<file path="src/mtd_pkg.sv">
// package for the morse text decoder: character codes, result type and code table
package mtd_pkg;

    localparam int unsigned CharW    = 8;
    localparam int unsigned LetterW  = 7;
    localparam int unsigned BitsW    = 5;
    localparam int unsigned CountW   = 3;
    localparam int unsigned MaxSyms  = 5;

    localparam logic [CharW-1:0] ChDot   = 8'd46;
    localparam logic [CharW-1:0] ChDash  = 8'd45;
    localparam logic [CharW-1:0] ChSpace = 8'd32;
    localparam logic [CharW-1:0] ChTab   = 8'd9;
    localparam logic [CharW-1:0] ChCr    = 8'd13;

    localparam logic [LetterW-1:0] NoLetter = '0;

    typedef struct packed {
        logic               has_letter;
        logic [LetterW-1:0] letter;
        logic               bad_code;
        logic               last;
    } result_t;

    // returns the letter for a token, or NoLetter when the pattern has no entry
    function automatic logic [LetterW-1:0] lookup(input logic [CountW-1:0] count,
                                                  input logic [BitsW-1:0]  bits);
        logic [LetterW-1:0] ch;
        ch = NoLetter;
        case (count)
            3'd1: begin
                case (bits)
                    5'd0:    ch = 7'("E");
                    5'd1:    ch = 7'("T");
                    default: ch = NoLetter;
                endcase
            end
            3'd2: begin
                case (bits)
                    5'd0:    ch = 7'("I");
                    5'd1:    ch = 7'("A");
                    5'd2:    ch = 7'("N");
                    5'd3:    ch = 7'("M");
                    default: ch = NoLetter;
                endcase
            end
            3'd3: begin
                case (bits)
                    5'd0:    ch = 7'("S");
                    5'd1:    ch = 7'("U");
                    5'd2:    ch = 7'("R");
                    5'd3:    ch = 7'("W");
                    5'd4:    ch = 7'("D");
                    5'd5:    ch = 7'("K");
                    5'd6:    ch = 7'("G");
                    5'd7:    ch = 7'("O");
                    default: ch = NoLetter;
                endcase
            end
            3'd4: begin
                case (bits)
                    5'd0:    ch = 7'("H");
                    5'd1:    ch = 7'("V");
                    5'd2:    ch = 7'("F");
                    5'd4:    ch = 7'("L");
                    5'd6:    ch = 7'("P");
                    5'd7:    ch = 7'("J");
                    5'd8:    ch = 7'("B");
                    5'd9:    ch = 7'("X");
                    5'd10:   ch = 7'("C");
                    5'd11:   ch = 7'("Y");
                    5'd12:   ch = 7'("Z");
                    5'd13:   ch = 7'("Q");
                    default: ch = NoLetter;
                endcase
            end
            3'd5: begin
                case (bits)
                    5'd0:    ch = 7'("5");
                    5'd1:    ch = 7'("4");
                    5'd3:    ch = 7'("3");
                    5'd7:    ch = 7'("2");
                    5'd15:   ch = 7'("1");
                    5'd16:   ch = 7'("6");
                    5'd24:   ch = 7'("7");
                    5'd28:   ch = 7'("8");
                    5'd30:   ch = 7'("9");
                    5'd31:   ch = 7'("0");
                    default: ch = NoLetter;
                endcase
            end
            default: ch = NoLetter;
        endcase
        return ch;
    endfunction

endpackage

</file>
<file path="src/morse_text_decoder_unit.sv">
// morse text decoder: token assembly, table lookup and two-entry result buffer
// a result is registered into the output slot, or into the skid slot while the output slot is held
// throughput: one word per cycle; the input stalls only when both result slots are full
// the symbol shift, count and code table lookup are all combinational, in front of the result register
// reset: aresetn low clears the open token, the skip flag and both result slots
module morse_text_decoder_unit (
    input  logic       aclk,
    input  logic       aresetn,
    input  logic       s_tvalid,
    output logic       s_tready,
    input  logic [7:0] s_tdata,   // [7:0] char_code
    input  logic       s_tlast,   // end_of_message
    output logic       m_tvalid,
    input  logic       m_tready,
    output logic [7:0] m_tdata,   // [6:0] letter, [7] zero
    output logic [1:0] m_tuser,   // [0] has_letter, [1] bad_code
    output logic       m_tlast    // last
);
    import mtd_pkg::*;

    logic [BitsW-1:0]  bits_reg, bits_next;
    logic [CountW-1:0] count_reg, count_next;
    logic              inv_reg, inv_next;
    logic              failed_reg, failed_next;

    result_t out_reg, skid_reg, res;
    logic    out_v_reg, skid_v_reg;

    logic              accept, push, pop;
    logic              ws, sym, eom;
    logic [BitsW-1:0]  bits_a;
    logic [CountW-1:0] count_a;
    logic              inv_a;
    logic [LetterW-1:0] ch;

    assign s_tready = !skid_v_reg;
    assign accept   = s_tvalid && s_tready;
    assign pop      = out_v_reg && m_tready;

    assign eom = s_tlast;
    assign ws  = (s_tdata == ChSpace) || (s_tdata >= ChTab && s_tdata <= ChCr);
    assign sym = (s_tdata == ChDot) || (s_tdata == ChDash);

    always_comb begin
        bits_next   = bits_reg;
        count_next  = count_reg;
        inv_next    = inv_reg;
        failed_next = failed_reg;
        push        = 1'b0;
        res         = '0;
        bits_a      = bits_reg;
        count_a     = count_reg;
        inv_a       = inv_reg;
        ch          = NoLetter;

        // symbol step
        if (sym) begin
            if (count_reg >= CountW'(MaxSyms)) begin
                inv_a = 1'b1;
            end else begin
                bits_a  = {bits_reg[BitsW-2:0], (s_tdata == ChDash)};
                count_a = count_reg + 1'b1;
            end
        end else if (!ws) begin
            inv_a = 1'b1;
        end

        if (failed_reg) begin
            // skipping the rest of a failed message
            if (eom) begin
                bits_next   = '0;
                count_next  = '0;
                inv_next    = 1'b0;
                failed_next = 1'b0;
            end
        end else if (!(ws || eom)) begin
            bits_next  = bits_a;
            count_next = count_a;
            inv_next   = inv_a;
        end else if (!inv_a && count_a == '0) begin
            // empty token; end of message still gets a marker
            bits_next  = '0;
            count_next = '0;
            inv_next   = 1'b0;
            if (eom) begin
                push     = 1'b1;
                res.last = 1'b1;
            end
        end else begin
            if (!inv_a) begin
                ch = lookup(count_a, bits_a);
            end
            bits_next  = '0;
            count_next = '0;
            inv_next   = 1'b0;
            push       = 1'b1;
            if (ch == NoLetter) begin
                failed_next  = !eom;
                res.bad_code = 1'b1;
                res.last     = 1'b1;
            end else begin
                res.has_letter = 1'b1;
                res.letter     = ch;
                res.last       = eom;
            end
        end

        if (!accept) begin
            push = 1'b0;
        end
    end

    always_ff @(posedge aclk) begin
        if (!aresetn) begin
            bits_reg   <= '0;
            count_reg  <= '0;
            inv_reg    <= 1'b0;
            failed_reg <= 1'b0;
        end else if (accept) begin
            bits_reg   <= bits_next;
            count_reg  <= count_next;
            inv_reg    <= inv_next;
            failed_reg <= failed_next;
        end
    end

    // output slot plus skid slot; push only happens while the skid slot is empty
    always_ff @(posedge aclk) begin
        if (!aresetn) begin
            out_v_reg  <= 1'b0;
            skid_v_reg <= 1'b0;
        end else begin
            if (!out_v_reg) begin
                out_v_reg <= push;
            end else if (pop) begin
                if (skid_v_reg) begin
                    skid_v_reg <= 1'b0;
                end else begin
                    out_v_reg <= push;
                end
            end else if (push) begin
                skid_v_reg <= 1'b1;
            end
        end
    end

    always_ff @(posedge aclk) begin
        if (!out_v_reg || (pop && !skid_v_reg)) begin
            out_reg <= res;
        end else if (pop) begin
            out_reg <= skid_reg;
        end
        if (out_v_reg && !pop && push) begin
            skid_reg <= res;
        end
    end

    assign m_tvalid = out_v_reg;
    assign m_tdata  = {1'b0, out_reg.letter};
    assign m_tuser  = {out_reg.bad_code, out_reg.has_letter};
    assign m_tlast  = out_reg.last;

endmodule
</file>
<file path="config.mk">
export PLATFORM = sky130hd
export DESIGN_NAME = morse_text_decoder_unit
export DESIGN_NICKNAME = d
export VERILOG_FILES = /design/src/mtd_pkg.sv /design/src/morse_text_decoder_unit.sv
export SDC_FILE = /design/constraint.sdc
export NUM_CORES = 1
export LEC_CHECK = 0
export ABC_AREA = 1
export BUFFER_PORTS_ARGS = -buffer_cell sky130_fd_sc_hd__buf_2
export CAP_MARGIN = 20
export CORE_AREA = 2 2 84 86
export CTS_CLUSTER_SIZE = 14
export DETAILED_ROUTE_END_ITERATION = 6
export DIE_AREA = 0 0 86 88
export PLACE_DENSITY = 0.55
export SLEW_MARGIN = 15
export SYNTH_ARGS = -nofsm -noshare
export SYNTH_HDL_FRONTEND = slang
export SYNTH_SLANG_ARGS = --single-unit
</file>
<file path="constraint.sdc">
create_clock -name aclk -period 3 [get_ports aclk]
set_input_delay 0.15 -clock aclk [delete_from_list [all_inputs] [get_ports aclk]]
set_output_delay 0.15 -clock aclk [all_outputs]
set_load 0.005 [all_outputs]
</file>
==> summary.md <==
| Metric | Value |
|---|---|
| Pin count of the biggest net entering global routing | 18 |
| Critical Path Fanout Max | 9 |
| Vias in the first global route | roughly 2400 |
| Core Region | ~6600 µm² |
| Hold Startpoint | aresetn |
| Max Clk Rate | 362 MHz |
| Post-Syn Nets | 399 |
| I/O pin cnt | 26 |
| H-tree depth | 2 |
| Clk slew on worst S/H paths | 70 ps |
| Critical path type | flip-flop to flip-flop |
| Synth unique cells | 39 |
| Synth Register Bits | 32 |
| Via count | 2463 |
| Hold Path Class | primary input to flip-flop |
| Ys Warns | 0 |
| CP startpoint kind | flip-flop |
| Initial antenna violation count | 0 |
| Core Rows | 30 |
| Pwr/cell area | 321 nW/µm² |
| First-pass GRT wire length | between 10 and 15 mm |
| DRT Wirelength | 6.05 mm |
| Max FFs per register | 10 |
| Endpoints failing setup | 0 |
| Cell family with most CP delay | simple AND/OR/NAND/NOR gates |
| Met1 WL | 2.76 mm |
| Pins over their slew limit | 0 |
| Worst IR drop on VDD | 0.127 mV |
| Drt first pass iters | 5 |
| Syn avg cell area | 6.89 µm² |
| RSZ-0062 raised after global routing | yes |
| Root buf cell | clkbuf_8 |
| Lkg Pwr | 1.47 nW |
| Die Footprint | 7570 µm² |
| Slew HR | between 60% and 70% |
| Setup TNS | 0 ps |
| Die width | 86 µm |
| Worst Setup SP | count_reg[1] |
| Final WS setup | 235 ps |
| Arrival time worst endpoint | 2810 ps |
| Most frequent CP cell | nand2_2 |
| WL met3 | around 290 µm |
| Max_cap viols | 0 |
| Worst-Margin Slew | 532 ps |
| Nets | 440 |
| Clock sink count | 32 |
| Detail Placement HPWL | 4.68 mm |
| WP buf/inv | 3 |
| ANT cells | 0 |
| Fill cells | 695 |
| Worst slack, placed | 55.3 ps |
| Worst path cell trace | inv_2 -> ha_2 -> nand2_2 -> nand2_4 -> inv_4 -> nand3_1 -> nand2_1 -> nand2_4 -> ha_1 -> inv_2 -> nand3_2 -> nand2_2 -> nor2_1 -> nand2_1 -> nand3_2 -> o21bai_2 -> nand2_2 -> nor2_4 -> nand2_1 -> nand2_2 -> nor2_1 |
| CTS tree | built |
| Synthesized area | about 2600 µm² |
| FF-to-FF Start | count_reg[1] |
| Clk_lat worst skew | 280 ps |
| Routed Antenna Nets | 0 |
| Final min period | 2770 ps |
| Layout area overhead | 17.3% |
| Met2 wire len | 2.95 mm |
| Initial drt markers | 107 |
| Uppermost layer routed | met4 |
| Clock skew | 7.19 ps |
| Clock Path Buffers | 2 |
| Hold Vio Cnt, Final | 0 |
| Post-Synthesis Cells | 376 |
| Port Buf Inserts | 24 |
| CP Capture Type | flip-flop |
| CTS buffer count | 5 |
| CP peak stage delay | around 360 ps |
| Worst EP required | 3040 ps |
| Total gr overflow | 0 |
| Chip height | approximately 88 µm |
| Critical Path Slowest Stage Cell | dfxtp_2 |
| Status | completed |
| Share of layout cells above drive strength 1 | 27.3% |
| Total track usage | between 10% and 20% |
| Final period util | just over 90% |
| GPL Wtd Cong | 0.921 |
| Initial Util | 39.0% |
| Drc violations | 0 |
| Sequential area share after synthesis | 32.4% |
| Via density per instance | 4.95 |
| Tot Pwr | 0.975 mW |
| WL/cell | between 10 and 15 µm |
-- per-layer routing --
layer | vias to the layer above | track usage, %
met4 | 0 | 3.75
met2 | 51 | 30.7
met5 | - | 0
met1 | 1100 | 22.0
li1 | 1303 | -
met3 | 9 | 2.83
-- cells in the mapped netlist (all sizes together) --
master,instances,area share [%]
xor2,1,0.34
o21ai,18,3.9
ha,10,4.8
mux2,1,0.43
nand4,3,0.72
o21a,1,0.29
dfxtp,12,9.3
conb,1,0.14
clkbuf,1,0.14
a22oi,5,1.4
buf,3,1.3
nand3b,1,0.29
clkinv,1,0.14
a21oi,11,2.3
nand3,41,9.0
o41ai,2,0.68
and2,1,0.24
nor2,55,9.7
nor3,4,0.77
inv,43,6.2
and3,1,0.24
nand2,138,24
edfxtp,20,23
a211oi,1,0.29
o21bai,1,0.43
-- cell type report --
class / instances / area (µm²) / area share (%)
multi-input cells: 297 / 1610 / 52.8
flip-flops and latches: 32 / 843 / 27.7
repair buffers: 37 / 221 / 7.28
inverters: 44 / 168 / 5.51
well taps: 80 / 100 / 3.29
clock buffers: 7 / 97.6 / 3.21
clock inverters: 1 / 5.00 / 0.165
-- power breakdown --
part           total [mW]  switching (mW)  internal (mW)
clock               0.372           0.159          0.213
combinational       0.106          0.0658         0.0405
sequential          0.497         0.00650          0.490
-- cells by family (layout without fill, tap and decap cells) --
group                    Yosys count  in the layout  synth area share [%]
other                              1              1                 0.145
buffers and inverters             48             89                  7.82
multiplexers                       1              1                 0.434
flip-flops                        32             32                  32.4
XOR/XNOR                           1              1                 0.338
adder cells (fa/ha/maj)           10             10                  4.83
AND/OR/NAND/NOR                  244            245                  44.7
AO/OA/AOI/OAI                     39             39                  9.32
-- metrics by stage --
stage,instances,util [%],instance area (µm²),hold slack [ps]
after floorplan,376,-,2590,288
after global placement,486,42.9,2850,427
after detailed placement,486,42.9,2850,420
after CTS,494,44.4,2950,119
after global routing,498,45.8,3040,130
final,498,45.8,3040,123
-- layout by cell type (no fill, tap or decap), types with 4 or more instances in the layout --
cell type and count:
nand2_4 7, nand2_1 109, a22oi_1 5, nand3_1 35, buf_2 24, dfxtp_1 10, nor2_2 7, edfxtp_1 20
o21ai_1 6, nand2_2 22, inv_2 12, nor3_1 4, inv_1 30, a21oi_1 10, buf_4 12, clkbuf_8 5
nor2_1 44, ha_1 8, nand3_2 5, o21ai_0 9
-- worst register-to-register path: cells and delay by family (launching register included) --
| kind | cells | cell delay (ps) |
|---|---|---|
| AND/OR/NAND/NOR | 15 | 1290 |
| adder cells (fa/ha/maj) | 2 | 490 |
| buffers and inverters | 3 | 200 |
| flip-flops | 1 | 360 |
| AO/OA/AOI/OAI | 1 | 200 |
-- final timing paths --
kind	to	slack, ps	cells after the start
worst max register to register	skid_reg[6]	230	21
worst min-delay path	skid_v_reg	120	2
worst min register to register	bits_reg[4]	490	2
worst max-delay path	skid_reg[6]	230	21
-- repair_timing --
item,CTS,global route
hold endpoints to repair,0,0
resized for setup,0,25
hold buffers,0,0
setup endpoints to repair,0,24
setup buffers,0,3
Note: power is estimated with default switching activity, not from simulation.
